**src/plr_pkg.sv**
```systemverilog
// Shared types and constants for the page line rasterizer.
// No dependencies; used by plr_ctrl, plr_datapath and page_line_rasterizer.
`default_nettype none

package plr_pkg;

  localparam int unsigned CLEAR_BYTE_COUNT = 1024;
  localparam int unsigned REPEAT_MAX       = 2047;
  localparam int unsigned MAX_VERT_LEN     = 128;

  localparam int unsigned IN_DATA_W  = 24;
  localparam int unsigned OUT_DATA_W = 32;
  localparam int unsigned OP_W       = 2;

  typedef enum logic [1:0] {
    OP_HLINE = 2'd0,
    OP_VLINE = 2'd1,
    OP_CLEAR = 2'd2,
    OP_NONE  = 2'd3
  } plr_op_e;

  typedef struct packed {
    logic load;   // latch a new command
    logic step;   // emit the current run into the output register
  } plr_cmd_t;

  typedef struct packed {
    logic last;   // current run is the final one of the command
  } plr_status_t;

endpackage

`default_nettype wire

```
**src/plr_ctrl.sv**
```systemverilog
// Command sequencer for the page line rasterizer: state machine and output valid.
// Depends on plr_pkg; drives plr_datapath through plr_cmd_t.
`default_nettype none

module plr_ctrl (
  input  wire                 clk_i,
  input  wire                 rst_ni,
  input  wire                 in_valid_i,
  output logic                in_ready_o,
  input  wire  [1:0]          in_op_i,
  output logic                out_valid_o,
  input  wire                 out_ready_i,
  output plr_pkg::plr_cmd_t   cmd_o,
  input  plr_pkg::plr_status_t status_i
);

  typedef enum logic [1:0] {
    ST_IDLE = 2'b01,
    ST_RUN  = 2'b10
  } state_e;

  state_e state_q, state_d;
  logic   out_valid_q, out_valid_d;
  logic   accept;
  logic   slot_free;

  assign in_ready_o  = (state_q == ST_IDLE);
  assign accept      = in_valid_i & in_ready_o;
  assign slot_free   = ~out_valid_q | out_ready_i;
  assign out_valid_o = out_valid_q;

  always_comb begin
    state_d    = state_q;
    cmd_o.load = 1'b0;
    cmd_o.step = 1'b0;
    unique case (state_q)
      ST_IDLE: begin
        if (accept) begin
          cmd_o.load = 1'b1;
          if (in_op_i != plr_pkg::OP_NONE) begin
            state_d = ST_RUN;
          end
        end
      end
      ST_RUN: begin
        if (slot_free) begin
          cmd_o.step = 1'b1;
          if (status_i.last) begin
            state_d = ST_IDLE;
          end
        end
      end
      default: state_d = ST_IDLE;
    endcase
  end

  always_comb begin
    out_valid_d = out_valid_q;
    if (cmd_o.step) begin
      out_valid_d = 1'b1;
    end else if (out_ready_i) begin
      out_valid_d = 1'b0;
    end
  end

  always_ff @(posedge clk_i or negedge rst_ni) begin
    if (!rst_ni) begin
      state_q     <= ST_IDLE;
      out_valid_q <= 1'b0;
    end else begin
      state_q     <= state_d;
      out_valid_q <= out_valid_d;
    end
  end

`ifndef SYNTHESIS
  a_step_in_run: assert property (@(posedge clk_i) disable iff (!rst_ni)
    cmd_o.step |-> state_q == ST_RUN)
    else $error("run emitted outside RUN state");

  a_unused_op_idle: assert property (@(posedge clk_i) disable iff (!rst_ni)
    accept && in_op_i == plr_pkg::OP_NONE |=> state_q == ST_IDLE && !cmd_o.step)
    else $error("unused opcode started a command");

  a_valid_op_runs: assert property (@(posedge clk_i) disable iff (!rst_ni)
    accept && in_op_i != plr_pkg::OP_NONE |=> state_q == ST_RUN)
    else $error("command accepted but no run started");

  a_last_step_frees: assert property (@(posedge clk_i) disable iff (!rst_ni)
    cmd_o.step && status_i.last |=> in_ready_o && out_valid_o)
    else $error("final run did not return to idle");
`endif

endmodule

`default_nettype wire

```
**src/plr_datapath.sv**
```systemverilog
// Datapath of the page line rasterizer: command decode, mask math, page counter
// and output payload register. Depends on plr_pkg; controlled by plr_ctrl.
`default_nettype none

module plr_datapath #(
  parameter int unsigned ClearByteCount = plr_pkg::CLEAR_BYTE_COUNT
) (
  input  wire                  clk_i,
  input  wire                  rst_ni,
  input  wire                  cfg_we_i,
  input  wire                  cfg_wdata_i,
  input  wire  [1:0]           op_i,
  input  wire  [6:0]           col_i,
  input  wire  [5:0]           row_i,
  input  wire  [7:0]           len_i,
  input  plr_pkg::plr_cmd_t    cmd_i,
  output plr_pkg::plr_status_t status_o,
  output logic [4:0]           page_o,
  output logic [6:0]           col_o,
  output logic [7:0]           pattern_o,
  output logic [10:0]          repeat_o,
  output logic                 last_o
);

  localparam int unsigned ClearRep = (ClearByteCount > plr_pkg::REPEAT_MAX) ?
                                     plr_pkg::REPEAT_MAX : ClearByteCount;
  localparam logic [10:0] ClearRepW = 11'(ClearRep);

  logic        end_mask_fixed_q;
  logic [4:0]  page_q, page_d;
  logic [4:0]  last_page_q, last_page_d;
  logic [6:0]  col_q, col_d;
  logic [7:0]  smask_q, smask_d;
  logic [7:0]  emask_q, emask_d;
  logic        first_q, first_d;
  logic [10:0] rep_q, rep_d;

  logic [7:0]  vlen;
  logic [7:0]  row_end;
  logic [2:0]  e;
  logic [7:0]  emask_v;
  logic        is_last;
  logic [7:0]  pattern;

  plr_pkg::plr_op_e op;

  assign op      = plr_pkg::plr_op_e'(op_i);
  assign vlen    = (len_i > 8'(plr_pkg::MAX_VERT_LEN)) ? 8'(plr_pkg::MAX_VERT_LEN) : len_i;
  assign row_end = {2'b00, row_i} + vlen;
  assign e       = row_end[2:0];
  assign emask_v = end_mask_fixed_q ? 8'((9'd1 << e) - 9'd1) : (8'hFF >> e);

  always_comb begin
    page_d      = page_q;
    last_page_d = last_page_q;
    col_d       = col_q;
    smask_d     = smask_q;
    emask_d     = emask_q;
    first_d     = first_q;
    rep_d       = rep_q;
    if (cmd_i.load) begin
      first_d = 1'b1;
      unique case (op) inside
        plr_pkg::OP_HLINE: begin
          page_d      = {2'b00, row_i[5:3]};
          last_page_d = {2'b00, row_i[5:3]};
          col_d       = col_i;
          smask_d     = 8'h01 << row_i[2:0];
          emask_d     = 8'hFF;
          rep_d       = {3'b000, len_i};
        end
        plr_pkg::OP_VLINE: begin
          page_d      = {2'b00, row_i[5:3]};
          last_page_d = row_end[7:3];
          col_d       = col_i;
          smask_d     = 8'hFF << row_i[2:0];
          emask_d     = emask_v;
          rep_d       = 11'd1;
        end
        plr_pkg::OP_CLEAR, plr_pkg::OP_NONE: begin
          page_d      = 5'd0;
          last_page_d = 5'd0;
          col_d       = 7'd0;
          smask_d     = 8'h00;
          emask_d     = 8'hFF;
          rep_d       = ClearRepW;
        end
        default: ;
      endcase
    end else if (cmd_i.step) begin
      first_d = 1'b0;
      page_d  = page_q + 5'd1;
    end
  end

  assign is_last       = (page_q == last_page_q);
  assign status_o.last = is_last;

  always_comb begin
    case ({first_q, is_last})
      2'b11:   pattern = smask_q & emask_q;
      2'b10:   pattern = smask_q;
      2'b01:   pattern = emask_q;
      default: pattern = 8'hFF;
    endcase
  end

  always_ff @(posedge clk_i or negedge rst_ni) begin
    if (!rst_ni) begin
      end_mask_fixed_q <= 1'b1;
    end else if (cfg_we_i) begin
      end_mask_fixed_q <= cfg_wdata_i;
    end
  end

  always_ff @(posedge clk_i) begin
    page_q      <= page_d;
    last_page_q <= last_page_d;
    col_q       <= col_d;
    smask_q     <= smask_d;
    emask_q     <= emask_d;
    first_q     <= first_d;
    rep_q       <= rep_d;
    if (cmd_i.step) begin
      page_o    <= page_q;
      col_o     <= col_q;
      pattern_o <= pattern;
      repeat_o  <= rep_q;
      last_o    <= is_last;
    end
  end

`ifndef SYNTHESIS
  a_page_bound: assert property (@(posedge clk_i) disable iff (!rst_ni)
    cmd_i.step |-> page_q <= last_page_q && last_page_q <= 5'd23)
    else $error("page counter ran past the last page");

  a_middle_full: assert property (@(posedge clk_i) disable iff (!rst_ni)
    cmd_i.step && !first_q && !is_last |=> pattern_o == 8'hFF)
    else $error("middle page not fully set");

  a_later_single: assert property (@(posedge clk_i) disable iff (!rst_ni)
    cmd_i.step && !first_q |-> rep_q == 11'd1)
    else $error("later run of a command is not one column wide");
`endif

endmodule

`default_nettype wire

```
**src/page_line_rasterizer.sv**
```systemverilog
// Page line rasterizer: turns draw commands into page-mode write runs for an
// 8-pixel-per-byte display. Depends on plr_pkg, plr_ctrl and plr_datapath.
//
// Slave stream: one beat per command. tuser carries the opcode (horizontal,
// vertical, clear; the fourth code is taken and dropped). Master stream: one
// beat per run, tlast on the final run of a command.
// Config: cfg_we_i with cfg_wdata_i selects the end-mask formula (1 = fixed,
// reset value); users must write it only while the block is idle (unchecked).
// Timing: on acceptance the command registers are loaded and the sequencer
// enters RUN; its runs are then produced one per cycle by the page counter
// while the output register is free or being taken, each step loading the
// output register. A command has 1 to 17 runs. s_axis_tready is high only
// between commands. The output register holds a beat while m_axis_tready is
// low and the sequencer waits; the next command can be taken while the final
// run of the previous one still sits in the output register.
// Reset clears the sequencer and output valid and sets the end-mask register.
`default_nettype none

module page_line_rasterizer #(
  parameter int unsigned ClearByteCount = plr_pkg::CLEAR_BYTE_COUNT
) (
  input  wire                               clk_i,
  input  wire                               rst_ni,
  input  wire                               cfg_we_i,
  input  wire                               cfg_wdata_i,
  input  wire                               s_axis_tvalid,
  output logic                              s_axis_tready,
  // [6:0] start_column, [12:7] start_row, [20:13] line_length, [23:21] zero
  input  wire  [plr_pkg::IN_DATA_W-1:0]     s_axis_tdata,
  // [1:0] opcode
  input  wire  [plr_pkg::OP_W-1:0]          s_axis_tuser,
  output logic                              m_axis_tvalid,
  input  wire                               m_axis_tready,
  // [4:0] page_index, [11:5] column_index, [19:12] pattern_byte,
  // [30:20] repeat_count, [31] zero
  output logic [plr_pkg::OUT_DATA_W-1:0]    m_axis_tdata,
  output logic                              m_axis_tlast
);

  plr_pkg::plr_cmd_t    cmd;
  plr_pkg::plr_status_t status;
  logic [4:0]           page;
  logic [6:0]           col;
  logic [7:0]           pattern;
  logic [10:0]          rep;

  plr_ctrl u_ctrl (
    .clk_i       (clk_i),
    .rst_ni      (rst_ni),
    .in_valid_i  (s_axis_tvalid),
    .in_ready_o  (s_axis_tready),
    .in_op_i     (s_axis_tuser),
    .out_valid_o (m_axis_tvalid),
    .out_ready_i (m_axis_tready),
    .cmd_o       (cmd),
    .status_i    (status)
  );

  plr_datapath #(
    .ClearByteCount (ClearByteCount)
  ) u_datapath (
    .clk_i       (clk_i),
    .rst_ni      (rst_ni),
    .cfg_we_i    (cfg_we_i),
    .cfg_wdata_i (cfg_wdata_i),
    .op_i        (s_axis_tuser),
    .col_i       (s_axis_tdata[6:0]),
    .row_i       (s_axis_tdata[12:7]),
    .len_i       (s_axis_tdata[20:13]),
    .cmd_i       (cmd),
    .status_o    (status),
    .page_o      (page),
    .col_o       (col),
    .pattern_o   (pattern),
    .repeat_o    (rep),
    .last_o      (m_axis_tlast)
  );

  assign m_axis_tdata = {1'b0, rep, pattern, col, page};

endmodule

`default_nettype wire
```
**config.mk**
```make
export PLATFORM = sky130hd
export DESIGN_NAME = page_line_rasterizer
export DESIGN_NICKNAME = d
export VERILOG_FILES = /design/src/plr_pkg.sv /design/src/plr_ctrl.sv /design/src/plr_datapath.sv /design/src/page_line_rasterizer.sv
export SDC_FILE = /design/constraint.sdc
export NUM_CORES = 1
export LEC_CHECK = 0
export BUFFER_PORTS_ARGS = -buffer_cell sky130_fd_sc_hd__buf_2
export CAP_MARGIN = 10
export CORE_UTILIZATION = 55
export CTS_CLUSTER_DIAMETER = 100
export CTS_CLUSTER_SIZE = 28
export DETAILED_ROUTE_END_ITERATION = 10
export HOLD_SLACK_MARGIN = 0.1
export MAX_ROUTING_LAYER = met4
export PLACE_DENSITY = 0.79
export SYNTH_ARGS = -nofsm -noshare
export SYNTH_HDL_FRONTEND = slang
export SYNTH_HIERARCHICAL = 1
export SYNTH_SLANG_ARGS = --single-unit
```
**constraint.sdc**
```tcl
create_clock -name clk_i -period 4 [get_ports clk_i]
set_input_delay 0.4 -clock clk_i [delete_from_list [all_inputs] [get_ports clk_i]]
set_output_delay 0.4 -clock clk_i [all_outputs]
set_load 0.03 [all_outputs]
```
======== After elaboration in Yosys (flattened, before gate mapping) ========
Cells that the tools add are included.
word-level totals
  memories kept ........................... 0
  latch bits .............................. 0
  bits of input ports ..................... 32
  memory bits (writable) .................. 0
  ROM bits ................................ 0
  register bits ........................... 81
operators by class
  $add $sub $neg .......................... 3
  shift-type cells ........................ 4
  $mul .................................... 0
  divide/modulo/power cells ............... 0
  multiplexer cells ....................... 22
  equality and inequality tests ........... 15
  magnitude comparators ................... 1
  bitwise gates (word level) .............. 4
  reduce and logical (&&, ||, !) cells .... 14
operator list
  operator               number
  $pmux W8 S3            2
  $pmux W11 S3           1
  $mux W8                2
  $pmux W8 S2            1
  $shl A1 B3 Y8 const A  2
  $pmux W5 S3            1
  $pmux W7 S2            1
  $eq A2 B2 Y1 const B   5
  $mux W5                2
  $pmux W5 S2            1
  $add A6 B8 Y8          1
  $and A8 B8 Y8          1
  $gt A8 B8 Y1 const B   1
  $mux W2                4
  $reduce_and A2 Y1      4
  $reduce_bool A2 Y1     4
  $shl A8 B3 Y8 const A  1
  $shr A8 B3 Y8 const A  1
  $sub A8 B1 Y8 const B  1
  $eq A2 B1 Y1 const B   3
  $mux W1                6
  $ne A2 B2 Y1 const B   3
  $add A5 B1 Y5 const B  1
  $eq A5 B5 Y1           1
  other kinds (11)       13

======== Longest topological paths before layout ========
Gate-level depths: netlist of the first run.
  depth in word-level cells ............... 7
  gate-level depth with buffers ........... 11
  gate-level depth less buffers ........... 10

======== Modules after synthesis ========
The synthesis of the first run kept the hierarchy.
by module, submodules not included
  module                cells an instance  instances  area each (sq um)
  plr_datapath          252                1          3343.2
  plr_ctrl              15                 1          155.1
  page_line_rasterizer  2                  1          11.3

======== Worst setup path before layout of the first run ========
Ideal clock, no wire load.
  path type ............................... input -> register
  start point ............................. in s_axis_tdata[13] (netlist name)
  end point ............................... reg u_datapath.emask_q[4], data pin
  path slack .............................. 1.312 ns
  stages .................................. 10
  setup time .............................. 0.135 ns
  data arrival time ....................... 2.553 ns
  path through ............................ nor2b_1 -> ha_1 -> fa_1 -> xnor2_1 -> nand2_1 -> ha_1 -> or2_2 -> o21ai_0 -> nand3_1 -> nand3_1
on the way
  longest elaborated chain between the ends .. 7
ends and longest elaborated chain
  element               line                        text
  from (decl)           page_line_rasterizer.sv:29  input wire [plr_pkg::IN_DATA_W-1:0] s_axis_tdata,
  $gt A8 B8 Y1          plr_datapath.sv:48          assign vlen = (len_i > 8'(plr_pkg::MAX_VERT_LEN)) ? 8'(plr_pkg::MAX_VERT_LEN) : len_i;
  $mux W8 (*)           plr_datapath.sv:48
  $add A6 B8 Y8 (*)     plr_datapath.sv:49          assign row_end = {2'b00, row_i} + vlen;
  $shl A1 B3 Y8         plr_datapath.sv:51          assign emask_v = end_mask_fixed_q ? 8'((9'd1 << e) - 9'd1) : (8'hFF >> e);
  $sub A8 B1 Y8         plr_datapath.sv:51
  $mux W8 (*)           plr_datapath.sv:51
  $pmux W8 S2 (*)       plr_datapath.sv:63          unique case (op) inside
  to (signal assigned)  plr_datapath.sv:121         emask_q <= emask_d;
  to (decl)             plr_datapath.sv:34          logic [7:0] emask_q, emask_d;
Every way passes the cells marked *; elsewhere a longest branch is shown, timed or not.
A chain may end at the register's enable or synchronous reset.

======== Worst setup path after layout of the first run ========
  start point ............................. in s_axis_tdata[20] (netlist name)
  end point ............................... reg u_datapath.emask_q[4], data pin
on the way
  longest elaborated chain between the ends .. 7
ends and longest elaborated chain
  element            line
  $gt A8 B8 Y1 (*)   plr_datapath.sv:48
  $mux W8 (*)        plr_datapath.sv:48
  $add A6 B8 Y8 (*)  plr_datapath.sv:49
  $shl A1 B3 Y8      plr_datapath.sv:51
  $sub A8 B1 Y8      plr_datapath.sv:51
  $mux W8 (*)        plr_datapath.sv:51
  $pmux W8 S2 (*)    plr_datapath.sv:63
Marks and branches as above.

==> results.py, run 1 <==
metrics = {
    "run_status": {
        "status": "completed",
    },
    "timing": {
        "period_needed_ps": 2864,
        "hold_violations": 0,
        "skew_ps": 8.880,
        "tns_ps": 0,
        "finalSetupViolCount": 0,
        "rsz0062_at_grt": "false",
        "post-route-period-util": 0.7160,
        "slew_violations": 0,
        "fmax_mhz": 349.2,
        "tightest_slew_ps": 722.4,
        "slew_headroom": 0.5174,
    },
    "worst_setup_path": {
        "regToRegStartpoint": "u_datapath/page_q[0]",
        "r2r-end": "u_ctrl/state_q[1]",
        "crit_required_ps": 4200,
        "worst_setup_path_start_kind": "primary input",
        "critPathSlowestCell": "xnor2_1",
        "path_max_fanout": 10,
        "worstSetupPathType": "in2reg",
        "crit_path_end": "u_datapath/emask_q[4]",
        "r2r_cells": 6,
        "max_stage_delay_ps": 540,
        "arrival_ps": 3060,
        "end_kind": "register",
        "startpoint": "s_axis_tdata[20]",
        "crit_chain": "buf_2 > nor2b_1 > ha_1 > fa_1 > xnor2_1 > nand2_1 > ha_1 > or2_2 > o21ai_0 > nand3_1 > nand3_1",
        "rrSetupSlack_ps": 2150,
    },
    "floorplanning": {
        "die_area_um2": 6704,
        "rows": 28,
        "boundaryPins": 67,
        "die_h_um": 81.88,
        "start_util": 0.5824,
        "coreArea_um2": 6026,
        "die_x_um": 81.88,
    },
    "final_layout": {
        "areaGrowthSynthToFinish_pct": 14.94,
        "nFillCells": 454,
        "nets": 366,
        "final_cell_area_um2": 4034,
        "multi_input_area_um2": 1090,
        "antenna_cells": 0,
        "drive_gt1_frac": 0.2576,
        "seq_area_um2": 2285,
    },
    "power": {
        "pwr-share-clk": 0.234,
        "p_switching_uw": 771.3,
        "internal-power_uw": 1643,
        "p_leak_uw": 0.001544,
        "p_sw_frac": 0.3195,
        "seqPwrFrac": 0.518,
        "p_per_area_nw_per_um2": 598.4,
        "vdd_drop_max_mv": 0.4632,
        "p_comb_frac": 0.248,
    },
    "route": {
        "vias": 2270,
        "viasPerCell": 5.605,
        "totalWireLength_mm": 6.310,
        "routedWlPerCell_um": 15.58,
        "drt_iter0_drc": 175,
        "drt_first_pass_iters": 4,
        "route.detailed.drc": 0,
        "ant_nets": 0,
    },
    "clock_tree": {
        "htreeDepth": 3,
        "cts_hold_buf": 1,
        "clock-sinks": 77,
        "cts-root-buf": "clkbuf_8",
        "cts_tree": "yes",
        "numCtsBuffers": 9,
        "clk_pin_slew_ps": 80,
        "clk_latency_ps": 340,
        "cts_resized": 0,
        "postCtsSetupBuffers": 0,
        "clock_path_buffers": 2,
    },
    "synthesis": {
        "ys_types": 49,
        "synth_top_area_frac": 0.6160,
        "netlist_top_cells_area": "edfxtp_1, ha_1, nor2b_1, a2bb2oi_1, o21ai_0",
        "synth_warnings": 6,
        "ys_async_sr_fraction": 0.05195,
        "yosysMostFrequentCell": "edfxtp_1",
        "synth_cells": 269,
        "yosys.area.top_type": "edfxtp_1",
        "avgSynthCellArea_um2": 13.05,
        "synth_edf_count": 72,
        "synth_flop_cell": "edfxtp_1",
        "syn_area_um2": 3510,
        "ys_ff_latch": 77,
        "ys_seq_area_frac": 0.6510,
        "synth_top_cells_by_count": "edfxtp_1, nor2b_1, nor2_1, inv_1, o21ai_0",
    },
    "global_route": {
        "overflow": 0,
        "track_usage": 0.2109,
        "grt_max_degree": 49,
        "antenna_found_initial": 0,
        "grt_pass1_wl_mm": 9.991,
        "grt_pass1_vias": 2093,
    },
    "worst_hold_path": {
        "hold_class": "in2reg",
        "holdPathStages": 2,
        "hold_start": "cfg_wdata_i",
    },
    "place": {
        "place_area_um2": 3829,
        "hpwl_mm": 4.266,
        "gp_congestion": 0.7875,
        "numPortBuffers": 60,
    },
    "flow_run": {
        "maxCapViolCount": 0,
    },
}
-- critical path, delay by kind of cell --
kind | cells | cell delay (ps)
adder cells (fa/ha/maj) | 3 | 1010
AND/OR/NAND/NOR | 5 | 740
XOR/XNOR | 1 | 540
buffers and inverters | 1 | 190
AO/OA/AOI/OAI | 1 | 180
-- cell type report --
type                    instances  share of cell area
well taps                      75             0.02326
clock buffers                   9             0.03071
repair buffers                 62             0.07878
inverters                      14             0.01303
multi-input cells             161              0.2702
flip-flops and latches         77              0.5664
clock inverters                 7             0.01768
-- logic make-up (layout without fill, tap and decap cells) --
| family | after synthesis | in the layout | synth area share |
|---|---|---|---|
| compound gates | 50 | 50 | 0.09841 |
| buf+inv | 32 | 92 | 0.03957 |
| mux | 5 | 5 | 0.01462 |
| flops | 77 | 77 | 0.6510 |
| fa+ha+maj | 9 | 9 | 0.03423 |
| simple gates | 84 | 84 | 0.1330 |
| other cells | 2 | 3 | 0.002140 |
| xor+xnor | 10 | 10 | 0.02709 |
-- how the worst min path moves through the flow --
stage	to	slack (ps)
after detailed placement	u_ctrl/out_valid_o	210
final	u_datapath/end_mask_fixed_q	290
after CTS	u_datapath/end_mask_fixed_q	270
after global routing	u_datapath/end_mask_fixed_q	280
after global placement	u_ctrl/out_valid_o	210
after floorplan	u_ctrl/out_valid_o	100
-- per-stage QoR --
| stage | setup slack, ps | total power (µW) | util | hold slack [ps] | std cells |
|---|---|---|---|---|---|
| 3_5_place_dp | 839.2 | 1863 | 0.6354 | 207.2 | 388 |
| 6_report | 1136 | 2414 | 0.6694 | 287.8 | 405 |
| 3_3_place_gp | 959.3 | 1829 | 0.6354 | 205.1 | 388 |
| 4_1_cts | 1190 | 2425 | 0.6694 | 274.4 | 405 |
| 5_1_grt | 924.8 | 2540 | 0.6694 | 277.2 | 405 |
| 2_1_floorplan | 1312 | 1699 | - | 104.4 | 270 |
-- metal layers --
| metal | GRT usage | up-vias | wire, µm | share of wire |
|---|---|---|---|---|
| li1 | - | 1094 | - | - |
| met1 | 0.2637 | 1058 | 2732 | 0.43 |
| met2 | 0.3223 | 99 | 3029 | 0.48 |
| met3 | 0.05222 | 19 | 404 | 0.064 |
| met4 | 0.1000 | 0 | 143 | 0.023 |
| met5 | - | - | 0 | 0 |
-- cells in the final DEF (no fill, tap or decap), drive strengths merged, types with 2 or more instances in the layout --
| cell type | netlist | routed |
|---|---|---|
| clkinvlp | 0 | 2 |
| a2bb2oi | 8 | 8 |
| nand3b | 2 | 2 |
| xnor2 | 4 | 4 |
| clkinv | 0 | 2 |
| clkbuf | 11 | 9 |
| a21o | 4 | 4 |
| nor2b | 17 | 17 |
| conb | 2 | 3 |
| or2 | 2 | 2 |
| nand3 | 8 | 8 |
| nor3 | 4 | 4 |
| dfstp | 2 | 2 |
| nand2b | 5 | 5 |
| ha | 8 | 8 |
| nor4 | 3 | 3 |
| nor2 | 15 | 15 |
| and2 | 11 | 11 |
| nand2 | 9 | 9 |
| inv | 14 | 16 |
| o21ai | 14 | 14 |
| mux2i | 4 | 4 |
| a22o | 2 | 2 |
| edfxtp | 72 | 72 |
| xor2 | 6 | 6 |
| o311ai | 2 | 2 |
| buf | 7 | 61 |
| a211oi | 5 | 5 |
| nand4 | 5 | 5 |
| a21oi | 6 | 6 |
| dfrtp | 2 | 2 |
-- sequential cells by signal, indices dropped and copies added (netlist names), 7 cells and up --
signal	flops
u_datapath/rep_q	9
u_datapath/repeat_o	9
u_datapath/emask_q	8
u_datapath/pattern_o	8
u_datapath/smask_q	8
u_datapath/col_o	7
u_datapath/col_q	7
-- power by group through the flow --
stage	Combinational (µW)	Sequential [µW]	Clock [µW]
floorplan	355	1340	0
global placement	572	1260	0
detailed placement	593	1270	0
CTS	597	1250	578
global route	649	1270	618
finish	598	1250	566
Power figures use the tool's default switching activity.
==> inputs of run 2 (changes only) <==
--- a/config.mk
+++ b/config.mk
@@ -7,13 +7,13 @@
 export LEC_CHECK = 0
 export BUFFER_PORTS_ARGS = -buffer_cell sky130_fd_sc_hd__buf_2
 export CAP_MARGIN = 10
-export CORE_UTILIZATION = 55
+export CORE_UTILIZATION = 50
 export CTS_CLUSTER_DIAMETER = 100
 export CTS_CLUSTER_SIZE = 28
 export DETAILED_ROUTE_END_ITERATION = 10
 export HOLD_SLACK_MARGIN = 0.1
 export MAX_ROUTING_LAYER = met4
-export PLACE_DENSITY = 0.79
+export PLACE_DENSITY = 0.76
 export SYNTH_ARGS = -nofsm -noshare
 export SYNTH_HDL_FRONTEND = slang
 export SYNTH_HIERARCHICAL = 1
==> constraint.sdc (replaced) <==
create_clock -name clk_i -period 2.55 [get_ports clk_i]
set_input_delay 0.255 -clock clk_i [delete_from_list [all_inputs] [get_ports clk_i]]
set_output_delay 0.255 -clock clk_i [all_outputs]
set_load 0.03 [all_outputs]
==> run 2 against run 1 <==
  * Largest power group unchanged
  * Critical path depth unchanged
  * Worst setup slack worse by 880 ps
  * First-iteration DRC count shrank 14%
  * Register-to-register slack worse by 1500 ps
  * Core utilization is 6.4 points lower
  * Clock-buffer cell count up 3
  * Die area increased by 9.8%
  * Highest routed layer unchanged
  * Sequential share of layout area shrank 1.1 points
  * Clock skew is 2.0 ps lower
  * Sequential cell count stayed put
  * Wire length about the same
==> results.py, run 2 (synthesis gave the netlist of run 1 again) <==
metrics = {
    "final_layout": {
        "layout_commonest_cell": "edfxtp_1",
        "final_cell_mix": "edfxtp_1, buf_2, nor2b_1",
        "areaGrowthSynthToFinish_pct": 17.25,
        "antenna_cells": 0,
        "reg_top3": "u_datapath/rep_q (9), u_datapath/repeat_o (9)",
        "nets": 378,
        "nFillCells": 534,
        "drive_gt1_frac": 0.2778,
        "fin_cells": 438,
        "final_cell_area_um2": 4115,
    },
    "global_route": {
        "track_usage": 0.1930,
        "antenna_found_initial": 0,
        "grt_pass1_wl_mm": 10.18,
        "grt_max_degree": 29,
        "overflow": 0,
        "grt_pass1_vias": 2259,
    },
    "worst_hold_path": {
        "hold_class": "in2reg",
    },
    "timing": {
        "hold_violations": 0,
        "hold_ws_ps": 137.7,
        "slew_violations": 0,
        "slew_headroom": 0.5189,
        "fmax_mhz": 435.8,
        "post-route-period-util": 0.8998,
        "finalSetupViolCount": 0,
        "period_needed_ps": 2295,
        "rsz0062_at_grt": "false",
        "tns_ps": 0,
        "skew_ps": 6.888,
        "tightest_slew_ps": 720.2,
    },
    "flow_run": {
        "maxCapViolCount": 0,
    },
    "place": {
        "numPortBuffers": 60,
        "hpwl_mm": 4.386,
        "place_area_um2": 3945,
        "gp_congestion": 0.8114,
        "dp.cells": 421,
    },
    "route": {
        "routedWlPerCell_um": 14.42,
        "drt_first_pass_iters": 4,
        "totalWireLength_mm": 6.314,
        "vias": 2278,
        "route.detailed.drc": 0,
        "ant_nets": 0,
        "drt_iter0_drc": 151,
        "viasPerCell": 5.201,
    },
    "worst_setup_path": {
        "worst_setup_path_start_kind": "primary input",
        "worstSetupPathType": "in2reg",
        "crit_required_ps": 2700,
        "end_kind": "register",
        "arrival_ps": 2440,
        "path_max_fanout": 7,
    },
    "clock_tree": {
        "clk_latency_ps": 350,
        "clock-sinks": 77,
        "clock_path_buffers": 2,
        "htreeDepth": 3,
        "cts_tree": "yes",
        "cts-root-buf": "clkbuf_8",
        "numCtsBuffers": 9,
        "clk_pin_slew_ps": 80,
        "cts_resized": 0,
    },
    "floorplanning": {
        "die_area_um2": 7358,
        "boundaryPins": 67,
        "die_x_um": 85.78,
        "coreArea_um2": 6794,
        "die_h_um": 85.78,
        "rows": 30,
        "start_util": 0.5166,
    },
    "run_status": {
        "status": "completed",
    },
    "power": {
        "vdd_drop_max_mv": 0.6824,
        "p_leak_uw": 0.001587,
        "power_uw": 3706,
        "p_per_area_nw_per_um2": 900.5,
    },
}
run 2: repair_timing:
item | in CTS | in global routing
hold buffers | 1 | 0
endpoints found under the hold margin | 4 | 0
setup buffers | 0 | 0
run 2: final cells by class:
type	instances	area, µm²	share of cell area
clock buffer	12	135.1	0.03284
clock inverter	4	25.02	0.006081
inverter	14	52.55	0.01277
multi-input combinational	161	1090	0.2648
sequential	77	2285	0.5552
tap	96	120.1	0.02919
timing repair buffer	74	407.9	0.09912
run 2: path summary, 6_finish.rpt:
kind,from,to,slack (ps),depth (start not counted)
min,cfg_wdata_i,u_datapath/end_mask_fixed_q,140,2
min in group asynchronous,rst_ni,u_ctrl/state_q[1],230,2
max,s_axis_tdata[13],u_datapath/emask_q[6],260,11
min reg2reg,u_datapath/col_q[1],u_datapath/col_o[1],420,0
max in group asynchronous,rst_ni,u_ctrl/state_q[0],2120,2
max reg2reg,u_datapath/page_q[0],u_ctrl/state_q[1],630,6
run 2: worst max-delay path, cell delays in order:
cell,delay (ps)
buf_2,110
nor2b_1,130
ha_1,200
fa_1,400
xnor2_1,330
nand2_1,130
ha_1,300
or2_2,310
nand2_1,70
nand4_1,90
o311ai_0,120
run 2: per-stage QoR:
step / util / worst slack [ps]
floorplan: - / 6.711
global placement: 0.5807 / -15.05
detailed placement: 0.5807 / -103.7
CTS: 0.6057 / 266.4
global route: 0.6057 / 3.979
finish: 0.6057 / 255.5
run 2: power breakdown:
part / internal, µW / switching [µW]
Combinational: 342 / 633
Clock: 351 / 427
Sequential: 1810 / 142
Total: 2500 / 1200
run 2: per-layer routing:
metal  vias up  GRT usage  share of wire
met1      1076     0.2366           0.46
li1       1113          -              -
met5         -          -              0
met3        16    0.05197          0.058
met2        73     0.2858           0.45
met4         0     0.1197          0.033
